File: src/rtl/core/q8_group_dot_product_macros.svh
// Assertion macros shared by the q8 group dot product RTL.
// Expects clk and arst_n in the scope where a macro is used.
`ifndef Q8_GROUP_DOT_PRODUCT_MACROS_SVH
`define Q8_GROUP_DOT_PRODUCT_MACROS_SVH

// Plain concurrent check, off while reset is asserted.
`define Q8_ASSERT(label, prop, msg) \
	label: assert property (@(posedge clk) disable iff (!arst_n) (prop)) else $error(msg);

// Antecedent in one cycle, consequent in the next.
`define Q8_ASSERT_NXT(label, ante, cons, msg) \
	`Q8_ASSERT(label, (ante) |=> (cons), msg)

`endif

File: src/rtl/core/q8gdp_pkg.sv
// Shared types and constants for the q8 group dot product.
// No dependencies; used by every module of the block.
`default_nettype none

package q8gdp_pkg;

	localparam int MAX_GROUP_DEF   = 256;
	localparam int QUEUE_DEPTH_DEF = 4;

	localparam int GSIZE_W = 9;
	localparam logic [GSIZE_W-1:0] GSIZE_RST = 9'd32;

	localparam int GSUM_W  = 24;
	localparam int SCALE_W = 16;
	localparam int ROW_W   = 48;

	typedef struct packed {
		logic signed [7:0]     act_value;
		logic signed [7:0]     weight_value;
		logic [SCALE_W-1:0]    act_scale;
		logic [SCALE_W-1:0]    weight_scale;
		logic                  row_end;
	} in_item_t;

	typedef struct packed {
		logic signed [ROW_W-1:0] row_sum;
		logic                    saturated;
	} out_item_t;

	// Request from front to back: one finished group and/or a row end.
	typedef struct packed {
		logic signed [GSUM_W-1:0] gsum;
		logic [SCALE_W-1:0]       act_scale;
		logic [SCALE_W-1:0]       weight_scale;
		logic                     add_grp;
		logic                     row_end;
	} grp_req_t;

endpackage

`default_nettype wire

File: src/rtl/core/q8_group_dot_product.sv
// q8 group dot product: one element pair per cycle in, one row result per row end.
// Path: a row end request passes the request queue, back-end stages s1, s2 and s3 and the result register.
// Throughput: one item per cycle; the front stalls only when the request queue is full,
// which happens only while a row result is held by out_stall.
// Reset: arst_n clears all row and group state; the group length returns to 32.
// Depends on q8gdp_pkg, q8gdp_front, q8gdp_fifo and q8gdp_back.
`default_nettype none

module q8_group_dot_product #(
	parameter int MAX_GROUP   = q8gdp_pkg::MAX_GROUP_DEF,
	parameter int QUEUE_DEPTH = q8gdp_pkg::QUEUE_DEPTH_DEF
) (
	input  wire logic                          clk,
	input  wire logic                          arst_n,
	input  wire logic                          cfg_we,
	input  wire logic [q8gdp_pkg::GSIZE_W-1:0] cfg_wdata,
	input  wire logic                          in_valid,
	output logic                               in_stall,
	input  wire q8gdp_pkg::in_item_t           in_data,
	output logic                               out_valid,
	input  wire logic                          out_stall,
	output q8gdp_pkg::out_item_t               out_data
);

	q8gdp_pkg::grp_req_t q_wdata;
	q8gdp_pkg::grp_req_t q_rdata;
	logic                q_push;
	logic                q_pop;
	logic                q_full;
	logic                q_empty;

	q8gdp_front #(
		.MAX_GROUP (MAX_GROUP)
	) u_front (
		.clk       (clk),
		.arst_n    (arst_n),
		.cfg_we    (cfg_we),
		.cfg_wdata (cfg_wdata),
		.in_valid  (in_valid),
		.in_stall  (in_stall),
		.in_data   (in_data),
		.q_full    (q_full),
		.q_push    (q_push),
		.q_wdata   (q_wdata)
	);

	q8gdp_fifo #(
		.DEPTH (QUEUE_DEPTH)
	) u_fifo (
		.clk    (clk),
		.arst_n (arst_n),
		.push   (q_push),
		.wdata  (q_wdata),
		.pop    (q_pop),
		.rdata  (q_rdata),
		.full   (q_full),
		.empty  (q_empty)
	);

	q8gdp_back u_back (
		.clk       (clk),
		.arst_n    (arst_n),
		.q_empty   (q_empty),
		.q_rdata   (q_rdata),
		.q_pop     (q_pop),
		.out_valid (out_valid),
		.out_stall (out_stall),
		.out_data  (out_data)
	);

endmodule

`default_nettype wire

File: src/rtl/core/q8gdp_front.sv
// Front end: accepts element pairs, runs the exact int8 MAC per group and
// issues group/row requests. Holds the group length register. Uses q8gdp_pkg.
`default_nettype none

module q8gdp_front #(
	parameter int MAX_GROUP = q8gdp_pkg::MAX_GROUP_DEF
) (
	input  wire logic                          clk,
	input  wire logic                          arst_n,
	input  wire logic                          cfg_we,
	input  wire logic [q8gdp_pkg::GSIZE_W-1:0] cfg_wdata,
	input  wire logic                          in_valid,
	output logic                               in_stall,
	input  wire q8gdp_pkg::in_item_t           in_data,
	input  wire logic                          q_full,
	output logic                               q_push,
	output q8gdp_pkg::grp_req_t                q_wdata
);

	localparam int CNT_W = $clog2(MAX_GROUP + 1);
	localparam int CMP_W = (CNT_W > q8gdp_pkg::GSIZE_W) ? CNT_W : q8gdp_pkg::GSIZE_W;
	localparam logic [CMP_W-1:0] MAXG = CMP_W'(MAX_GROUP);

	logic [q8gdp_pkg::GSIZE_W-1:0]       grp_len_q;
	logic [CNT_W-1:0]                    count_q;
	logic signed [q8gdp_pkg::GSUM_W-1:0] gsum_q;

	logic [CMP_W-1:0]                    gs_ext;
	logic [CMP_W-1:0]                    eff;
	logic [CNT_W-1:0]                    cnt_inc;
	logic signed [15:0]                  prod;
	logic signed [q8gdp_pkg::GSUM_W-1:0] sum_next;
	logic                                grp_end;
	logic                                accept;

	assign gs_ext   = CMP_W'(grp_len_q);
	assign eff      = (gs_ext == '0 || gs_ext > MAXG) ? MAXG : gs_ext;
	assign cnt_inc  = count_q + CNT_W'(1);
	assign grp_end  = CMP_W'(cnt_inc) >= eff;
	assign prod     = in_data.act_value * in_data.weight_value;
	assign sum_next = gsum_q + {{(q8gdp_pkg::GSUM_W-16){prod[15]}}, prod};

	assign in_stall = q_full;
	assign accept   = in_valid && !q_full;
	assign q_push   = accept && (grp_end || in_data.row_end);

	always_comb begin
		q_wdata.gsum         = sum_next;
		q_wdata.act_scale    = in_data.act_scale;
		q_wdata.weight_scale = in_data.weight_scale;
		q_wdata.add_grp      = grp_end;
		q_wdata.row_end      = in_data.row_end;
	end

	always_ff @(posedge clk or negedge arst_n) begin
		if (!arst_n) begin
			grp_len_q <= q8gdp_pkg::GSIZE_RST;
			count_q   <= '0;
			gsum_q    <= '0;
		end else begin
			if (cfg_we) begin
				grp_len_q <= cfg_wdata;
			end
			if (accept) begin
				// partial group at row end is dropped
				if (grp_end || in_data.row_end) begin
					count_q <= '0;
					gsum_q  <= '0;
				end else begin
					count_q <= cnt_inc;
					gsum_q  <= sum_next;
				end
			end
		end
	end

endmodule

`default_nettype wire

File: src/rtl/core/q8gdp_fifo.sv
// Short request queue between front and back ends, flop based.
// Uses q8gdp_pkg for the request type and the assertion macros header.
`default_nettype none
`include "q8_group_dot_product_macros.svh"

module q8gdp_fifo #(
	parameter int DEPTH = q8gdp_pkg::QUEUE_DEPTH_DEF
) (
	input  wire logic                clk,
	input  wire logic                arst_n,
	input  wire logic                push,
	input  wire q8gdp_pkg::grp_req_t wdata,
	input  wire logic                pop,
	output q8gdp_pkg::grp_req_t      rdata,
	output logic                     full,
	output logic                     empty
);

	localparam int PTR_W = (DEPTH > 1) ? $clog2(DEPTH) : 1;
	localparam int CNT_W = $clog2(DEPTH + 1);
	localparam logic [PTR_W-1:0] LAST = PTR_W'(DEPTH - 1);

	q8gdp_pkg::grp_req_t mem_q [DEPTH];
	logic [PTR_W-1:0]    wptr_q;
	logic [PTR_W-1:0]    rptr_q;
	logic [CNT_W-1:0]    count_q;

	assign full  = count_q == CNT_W'(DEPTH);
	assign empty = count_q == '0;
	assign rdata = mem_q[rptr_q];

	always_ff @(posedge clk) begin
		if (push) begin
			mem_q[wptr_q] <= wdata;
		end
	end

	always_ff @(posedge clk or negedge arst_n) begin
		if (!arst_n) begin
			wptr_q  <= '0;
			rptr_q  <= '0;
			count_q <= '0;
		end else begin
			if (push) begin
				wptr_q <= (wptr_q == LAST) ? '0 : wptr_q + PTR_W'(1);
			end
			if (pop) begin
				rptr_q <= (rptr_q == LAST) ? '0 : rptr_q + PTR_W'(1);
			end
			case ({push, pop})
				2'b10:   count_q <= count_q + CNT_W'(1);
				2'b01:   count_q <= count_q - CNT_W'(1);
				default: count_q <= count_q;
			endcase
		end
	end

	`Q8_ASSERT(a_no_push_full, !(push && full), "request pushed into full queue")
	`Q8_ASSERT(a_no_pop_empty, !(pop && empty), "request popped from empty queue")
	`Q8_ASSERT_NXT(a_pop_drains, pop && !push, count_q == $past(count_q) - CNT_W'(1), "queue count did not drop on pop")

endmodule

`default_nettype wire

File: src/rtl/core/q8gdp_back.sv
// Back end: scales each group sum, rounds, accumulates the row with
// saturation and holds the result register. Uses q8gdp_pkg and the macros.
`default_nettype none
`include "q8_group_dot_product_macros.svh"

module q8gdp_back (
	input  wire logic                clk,
	input  wire logic                arst_n,
	input  wire logic                q_empty,
	input  wire q8gdp_pkg::grp_req_t q_rdata,
	output logic                     q_pop,
	output logic                     out_valid,
	input  wire logic                out_stall,
	output q8gdp_pkg::out_item_t     out_data
);

	localparam int GW   = q8gdp_pkg::GSUM_W;
	localparam int SW   = q8gdp_pkg::SCALE_W;
	localparam int PW   = GW + 2 * SW;          // scaled product, 28 frac bits
	localparam int RW   = PW - 12 + 1;          // rounded magnitude incl. carry
	localparam int AW   = q8gdp_pkg::ROW_W;
	localparam int XW   = AW + 2;               // accumulate headroom
	localparam logic signed [XW-1:0] ACC_MAX = XW'({1'b0, {(AW-1){1'b1}}});
	localparam logic signed [XW-1:0] ACC_MIN = -ACC_MAX - XW'(1);

	logic v_s1, v_s2, v_s3;
	logic re_s1, re_s2, re_s3;
	logic add_s1, add_s2;
	logic neg_s1, neg_s2;
	logic [GW-1:0]          mag_s1;
	logic [2*SW-1:0]        sp_s1;
	logic [PW-1:0]          prod_s2;
	logic signed [XW-1:0]   term_s3;

	logic signed [AW-1:0]   acc_q;
	logic                   clip_q;
	logic                   out_valid_q;
	q8gdp_pkg::out_item_t   out_q;

	logic                   adv;
	logic                   head_neg;
	logic [PW:0]            rnd;
	logic [XW-1:0]          rmag;
	logic signed [XW-1:0]   sum;
	logic signed [AW-1:0]   acc_new;
	logic                   clip_now;

	// whole back end holds only when a row end in s3 meets a result still held by out_stall
	assign adv      = !(out_valid_q && out_stall && v_s3 && re_s3);
	assign q_pop    = !q_empty && adv;
	assign head_neg = q_rdata.gsum[GW-1];

	assign rnd  = {1'b0, prod_s2} + (PW+1)'(2048);
	assign rmag = XW'(rnd[PW:12]);

	always_comb begin
		sum      = XW'(acc_q) + term_s3;
		clip_now = 1'b0;
		acc_new  = AW'(sum);
		if (sum > ACC_MAX) begin
			acc_new  = AW'(ACC_MAX);
			clip_now = 1'b1;
		end else if (sum < ACC_MIN) begin
			acc_new  = AW'(ACC_MIN);
			clip_now = 1'b1;
		end
	end

	// datapath stages, no reset needed
	always_ff @(posedge clk) begin
		if (adv) begin
			mag_s1  <= head_neg ? (~q_rdata.gsum + GW'(1)) : q_rdata.gsum;
			sp_s1   <= q_rdata.act_scale * q_rdata.weight_scale;
			neg_s1  <= head_neg;
			add_s1  <= q_rdata.add_grp;
			re_s1   <= q_rdata.row_end;
			prod_s2 <= {{(2*SW){1'b0}}, mag_s1} * {{GW{1'b0}}, sp_s1};
			neg_s2  <= neg_s1;
			add_s2  <= add_s1;
			re_s2   <= re_s1;
			if (!add_s2) begin
				term_s3 <= '0;
			end else begin
				term_s3 <= neg_s2 ? -$signed(rmag) : $signed(rmag);
			end
			re_s3   <= re_s2;
		end
	end

	always_ff @(posedge clk or negedge arst_n) begin
		if (!arst_n) begin
			v_s1        <= 1'b0;
			v_s2        <= 1'b0;
			v_s3        <= 1'b0;
			acc_q       <= '0;
			clip_q      <= 1'b0;
			out_valid_q <= 1'b0;
		end else begin
			if (adv && v_s3 && re_s3) begin
				out_valid_q <= 1'b1;
			end else if (out_valid_q && !out_stall) begin
				out_valid_q <= 1'b0;
			end
			if (adv) begin
				v_s1 <= q_pop;
				v_s2 <= v_s1;
				v_s3 <= v_s2;
				if (v_s3) begin
					if (re_s3) begin
						acc_q  <= '0;
						clip_q <= 1'b0;
					end else begin
						acc_q  <= acc_new;
						clip_q <= clip_q | clip_now;
					end
				end
			end
		end
	end

	always_ff @(posedge clk) begin
		if (adv && v_s3 && re_s3) begin
			out_q.row_sum   <= acc_new;
			out_q.saturated <= clip_q | clip_now;
		end
	end

	assign out_valid = out_valid_q;
	assign out_data  = out_q;

	`Q8_ASSERT(a_out_from_row, $rose(out_valid_q) |-> $past(v_s3 && re_s3 && adv), "stray result")
	`Q8_ASSERT_NXT(a_row_clears, adv && v_s3 && re_s3, acc_q == '0 && !clip_q, "row not cleared")
	`Q8_ASSERT_NXT(a_freeze, !adv, $stable(term_s3) && $stable(re_s3) && v_s3, "moved while held")

endmodule

`default_nettype wire

File: config.mk
export PLATFORM = sky130hd
export DESIGN_NAME = q8_group_dot_product
export DESIGN_NICKNAME = d
export VERILOG_FILES = /design/src/rtl/core/q8gdp_pkg.sv /design/src/rtl/core/q8_group_dot_product.sv /design/src/rtl/core/q8gdp_front.sv /design/src/rtl/core/q8gdp_fifo.sv /design/src/rtl/core/q8gdp_back.sv
export VERILOG_INCLUDE_DIRS = /design/src /design/src/rtl/core
export SDC_FILE = /design/constraint.sdc
export NUM_CORES = 2
export LEC_CHECK = 0
export BUFFER_PORTS_ARGS = -buffer_cell sky130_fd_sc_hd__buf_2
export CORE_MARGIN = 3
export CORE_UTILIZATION = 40
export DETAILED_ROUTE_END_ITERATION = 8
export PLACE_DENSITY_LB_ADDON = 0.08
export SETUP_SLACK_MARGIN = 0.15
export SLEW_MARGIN = 5
export SYNTH_ARGS = -nofsm -noshare
export SYNTH_HDL_FRONTEND = slang
export SYNTH_SLANG_ARGS = --single-unit
File: constraint.sdc
create_clock -name clk -period 21.5 [get_ports clk]
set_input_delay 3.225 -clock clk [delete_from_list [all_inputs] [get_ports clk]]
set_output_delay 3.225 -clock clk [all_outputs]
set_load 0.05 [all_outputs]
# --- After elaboration in Yosys (flattened, before gate mapping) ---
# Memories as Yosys holds them, arrays and structs flattened.
# Cells that the tools add are included.
word_totals:
  ram_bits: 232
  register_bits: 320
  output_inout_bits: 51
  n_memories: 1
  elab_cells: 92
  in_bits: 63
memory_table:
  columns: ["name", "words", "word_bits", "rd", "rd_clocked_by_memory_dff", "write_ports", "line_no", "source"]
  rows:
  - ["u_fifo.mem_q", 4, 58, 1, 0, 1, "q8gdp_fifo.sv:23", "q8gdp_pkg::grp_req_t mem_q [DEPTH];"]
classes:
  add_sub_neg: 10
  muxes: 18
  mul: 3
  magnitude_cmp: 4
  n_bitwise: 3
  reduce_logical: 21
  eq_ne: 5
op_table:
  columns: ["cell", "count"]
  rows:
  - ["48-bit two-way mux", 3]
  - ["56-bit by 12-bit adder with 57-bit output (second input constant)", 1]
  - ["24-bit by 32-bit multiplier with 56-bit output", 1]
  - ["48-bit by 50-bit adder with 50-bit output", 1]
  - ["50-bit by 48-bit greater-than comparator with 1-bit output (second input constant)", 1]
  - ["50-bit by 48-bit < comparator with 1-bit output (second input constant)", 1]
  - ["45-bit negation with 50-bit output", 1]
  - ["45-bit two-way mux", 1]
  - ["16-bit by 16-bit multiplier with 32-bit output", 1]
  - ["24-bit by 2-bit adder with 24-bit output (second input constant)", 1]
  - ["24-bit adder", 1]
  - ["24-bit two-way mux", 1]
  - ["24-bit inverter", 1]
  - ["23-bit two-way mux", 1]
  - ["9-bit two-way mux", 2]
  - ["8-bit by 8-bit multiplier with 16-bit output", 1]
  - ["9-bit by 1-bit adder with 9-bit output (second input constant)", 1]
  - ["9-bit greater-or-equal comparator", 1]
  - ["9-bit greater-than comparator (second input constant)", 1]
  - ["1-bit logical AND", 9]
  - ["9-bit zero test", 1]
  - ["1-bit two-way mux", 7]
  - ["2-bit == test (second input constant)", 3]
  - ["3-bit case mux with 2 select lines", 1]
  - ["other kinds (13)", 21]

# --- Logic depth before layout (Yosys ltp) ---
depth:
  ltp_word: 8
  mapped_depth: 32
  depth_no_buf: 30

# --- Modules after synthesis ---
# Synthesis repeated with hierarchy kept, for this count alone.
hier_totals:
  cells_unflattened: 5987
  area_unflattened_um2: 61715.4
modules_own_cells:
  columns: ["mod", "area_per_inst_um2", "n_inst", "seq_area_each_um2", "cells_per_inst"]
  rows:
  - ["q8gdp_back", 46897.5, 1, 7542.2, 4987]
  - ["q8gdp_fifo", 8859.7, 1, 7141.8, 342]
  - ["q8gdp_front", 5958.2, 1, 1052.3, 658]

# --- Least setup slack after synthesis ---
# No wires, ideal clock.
synth_path:
  kind: "input to register"
  start: "in out_stall"
  end: "reg u_fifo.count_q[2]"
  setup_ns: 0.125
  t_arrival_ns: 9.662
  path_buffers: 0
  path_slack_ns: 11.713
  path_stages: 9
  t_required_ns: 21.375
  path_cell_list: "nand4_1 -> inv_1 -> nor2_1 -> ha_1 -> inv_1 -> fa_1 -> xor2_1 -> nor2_1 -> xor2_1"
synth_via:
  elab_chain_cells: 7
  elab_cells_between_ends: 9
  cone_classes: "eq/ne: 2; mux: 1; reduce/logical: 6"
synth_rtl:
  columns: ["element", "line_no", "source"]
  rows:
  - ["from (decl)", "q8_group_dot_product.sv:21", "input wire logic out_stall,"]
  - ["1-bit logical AND (*) (3 in series)", "q8gdp_back.sv:49", "assign adv = !(out_valid_q && out_stall && v_s3 && re_s3);"]
  - ["1-bit zero test (*)", "q8gdp_back.sv:49", null]
  - ["1-bit logical AND (*)", "q8gdp_back.sv:50", "assign q_pop = !q_empty && adv;"]
  - ["via q_pop", "q8_group_dot_product.sv:28", "logic q_pop;"]
  - ["2-bit by 1-bit == test with 1-bit output or 2-bit == test (tied branches)", "q8gdp_fifo.sv:50", "case ({push, pop})"]
  - ["3-bit case mux with 2 select lines or 2-bit nonzero test (tied branches)", null, null]
  - ["to (signal assigned)", "q8gdp_fifo.sv:51", "2'b10: count_q <= count_q + CNT_W'(1);"]
  - ["to (signal assigned)", "q8gdp_fifo.sv:52", "2'b01: count_q <= count_q - CNT_W'(1);"]
  - ["to (signal assigned)", "q8gdp_fifo.sv:53", "default: count_q <= count_q;"]
  - ["to (decl)", "q8gdp_fifo.sv:26", "logic [CNT_W-1:0] count_q;"]
# Mark *: on every way through the listed nets, which the timed path passes. The rest lies on a longest branch.
# A chain may end at the register's enable or synchronous reset.

==> results.json <==
{
  "status": "complete, no violations",
  "cts_setup_buffers": 0,
  "rsz0062_at_grt": "no",
  "worst_slew_margin_rel": 0.2910,
  "worstHoldPathCells": 0,
  "ios": 114,
  "fillers": 14611,
  "cp_slowest_cell": "xnor2_1",
  "grt_pass1_wl_microns": 250600,
  "io_buffers": 113,
  "worstHoldEndpoint": "u_back.neg_s2$_DFFE_PN_",
  "end_kind": "flip-flop",
  "core_area_sq_mm": 0.1508,
  "drv_slew": 0,
  "hpwl_microns": 111400,
  "drt_iter0_markers": 2004,
  "ant_nets": 0,
  "r2r_cells": 24,
  "fmax_mhz": 108.3,
  "wl_per_cell_microns": 19.32,
  "synth-edff-count": 439,
  "final_nets": 7363,
  "vias": 41040,
  "die-area_sq_mm": 0.1576,
  "r2r_slack_ns": 13.08,
  "synth_area_leaders": "fa_1 30%, edfxtp_1 22%, ha_1 8.2%",
  "yosys_warnings": 0,
  "overflow": 0,
  "drt_pass1_iterations": 5,
  "cts_buffers": 67,
  "critPathKind": "in2reg",
  "fp.dieH_microns": 396.9,
  "rr_endpoint": "u_back.prod_s2[52]$_DFFE_PN_",
  "synth_top_area_cell": "fa_1",
  "drive_gt1_frac": 0.06837,
  "min_from": "u_back.neg_s1$_DFFE_PN_",
  "cap_violations": 0,
  "grt_pass1_vias": 43418,
  "fin_ws_ns": 12.27,
  "dp_slack_ns": 11.55,
  "layout_common_cells": "1113 x inv_1, 909 x fa_1, 754 x nand2_1",
  "critical_path.max_stage_delay_ns": 0.74,
  "synth_top_area_share": 0.2977,
  "r2r_start": "u_back.sp_s1[24]$_DFFE_PN_",
  "h-tree-depth": 3,
  "clock_sinks": 541,
  "path_clk_slew_ns": 0.06,
  "cp.required_ns": 22.08,
  "areaGrowthSynthToFinish_pct": 8.272,
  "synth.avg_cell_area_sq_um": 10.21,
  "wl_microns": 155800,
  "cts_buffer_depth": 3,
  "setup_viol": 0,
  "period_share": 0.4294,
  "netlist_area_sq_mm": 0.06113,
  "yosysUniqueCellTypes": 91,
  "die_w_microns": 396.9,
  "tns_ns": 0,
  "antenna_found_initial": 3,
  "fin_crit_ns": 9.232,
  "clock_skew_ns": 0.05817,
  "cts_tree": "built",
  "finalHoldViolCount": 0,
  "syn_nets": 7360,
  "drc": 0,
  "clk_latency_ns": 0.67,
  "worstPathMaxFanout": 9,
  "routabilityCongestion": 0.8195,
  "seq_area_frac_synth": 0.2574,
  "root_buffer": "clkbuf_16",
  "crit_arrival_ns": 9.81,
  "grt_max_degree": 164,
  "rows": 142,
  "ys.flop_type": "edfxtp_1",
  "ys_seq_elements": 541,
  "start_util": 0.4053,
  "avgViaCountPerCell": 5.092,
  "cts_resized": 0,
  "async_flop_share": 0.1885,
  "syn_inst": 5985,
  "layout_commonest_cell": "inv_1",
  "fin_util": 0.4388,
  "crit_chain": "buf_2 > inv_1 > nor2_1 > fa_1 > fa_1 > fa_1 > inv_1 > fa_1 > inv_1 > ha_1 > nor3_1 > nor3_1 > a41oi_1 > a21oi_1 > xnor2_1 > ha_1 > a21o_1 > a21oi_1 > o21bai_1 > and3_1 > a2111oi_0 > nor3_1 > xor2_1 > a22o_1",
  "grtUsageTotal": 0.2030,
  "worstMarginPinSlew_ns": 1.063,
  "critPathLaunchType": "input pin",
  "hp-class": "reg2reg",
  "crit_top_cell": "fa_1",
  "ctsHoldBuffers": 0
}
area by class of cell:
class	instances	area, sq um	area share
clock buffer	83	1808	0.02731
timing repair buffer	195	1196	0.01807
antenna	3	7.507	0.0001134
tap	2016	2522	0.03811
clock inverter	39	484.2	0.007315
inverter	1113	4178	0.06312
multi-input combinational	4070	40250	0.6082
sequential	541	15740	0.2378
cells in the mapped netlist (all sizes together), types with 36 or more instances:
library cell and count:
nor2b 55, clkbuf 225, xnor2 185, nor3 44
ha 403, mux4 52, dfrtp 101, nand2 754
xor2 79, inv 1113, a21oi 142, nand2b 68
fa 909, o21ai 167, and2 548, buf 36
nor2 124, edfxtp 439, a21o 67, nand3 56
how the worst max path moves through the flow:
stage,endpoint,startpoint,cells after the start,slack [ns]
2_1_floorplan,u_fifo.count_q[2]$_DFFE_PN0P_,out_stall,9,11.71
3_3_place_gp,u_front.gsum_q[20]$_DFFE_PN0P_,in_data[48],25,11.58
3_5_place_dp,u_front.gsum_q[22]$_DFFE_PN0P_,in_data[35],23,11.55
4_1_cts,u_front.gsum_q[22]$_DFFE_PN0P_,in_data[35],23,12.24
5_1_grt,u_front.gsum_q[20]$_DFFE_PN0P_,in_data[35],22,11.72
6_report,u_front.gsum_q[22]$_DFFE_PN0P_,in_data[40],24,12.27
state kept, by name, indices dropped and copies added (netlist names), 2 cells and up:
name               count
u_fifo.mem_q         232
u_back.term_s3        50
u_back.out_data       49
u_back.acc_q          48
u_back.prod_s2        45
u_back.sp_s1          32
u_back.mag_s1         24
u_front.gsum_q        24
u_front.count_q        9
u_front.grp_len_q      9
u_fifo.count_q         3
u_fifo.rptr_q          2
u_fifo.wptr_q          2
kinds of logic after synthesis:
group / count (synthesis) / synth area share
adder cells (fa/ha/maj): 1312 / 0.3801
AND/OR/NAND/NOR: 1785 / 0.1473
flip-flops: 541 / 0.2574
AO/OA/AOI/OAI: 628 / 0.06791
buffers and inverters: 1374 / 0.08496
multiplexers: 81 / 0.02452
XOR/XNOR: 264 / 0.03782
layer usage:
layer,share of wire,global-route usage
met2,0.48,0.3411
met3,0.039,0.02399
met1,0.46,0.2818
met5,0,0
met4,0.021,0.04601
through the flow:
stage          cells  cell area [sq um]  hold WS, ns
6_report        8060              66190       0.4215
4_1_cts         8057              66180       0.4207
5_1_grt         8057              66180       0.4275
3_5_place_dp    7935              63890       0.4061
2_1_floorplan   5985              61130       0.4003
3_3_place_gp    7935              63890       0.4034
worst max-delay path: cells and delay by family:
family	cells	cell delay, ns
simple gates	5	0.81
xor+xnor	2	1.03
compound gates	7	1.54
buf+inv	4	0.36
fa+ha+maj	6	2.84
Power is not shown: default switching activity piles up to over one toggle a cycle in this logic, so the estimate is an artifact.
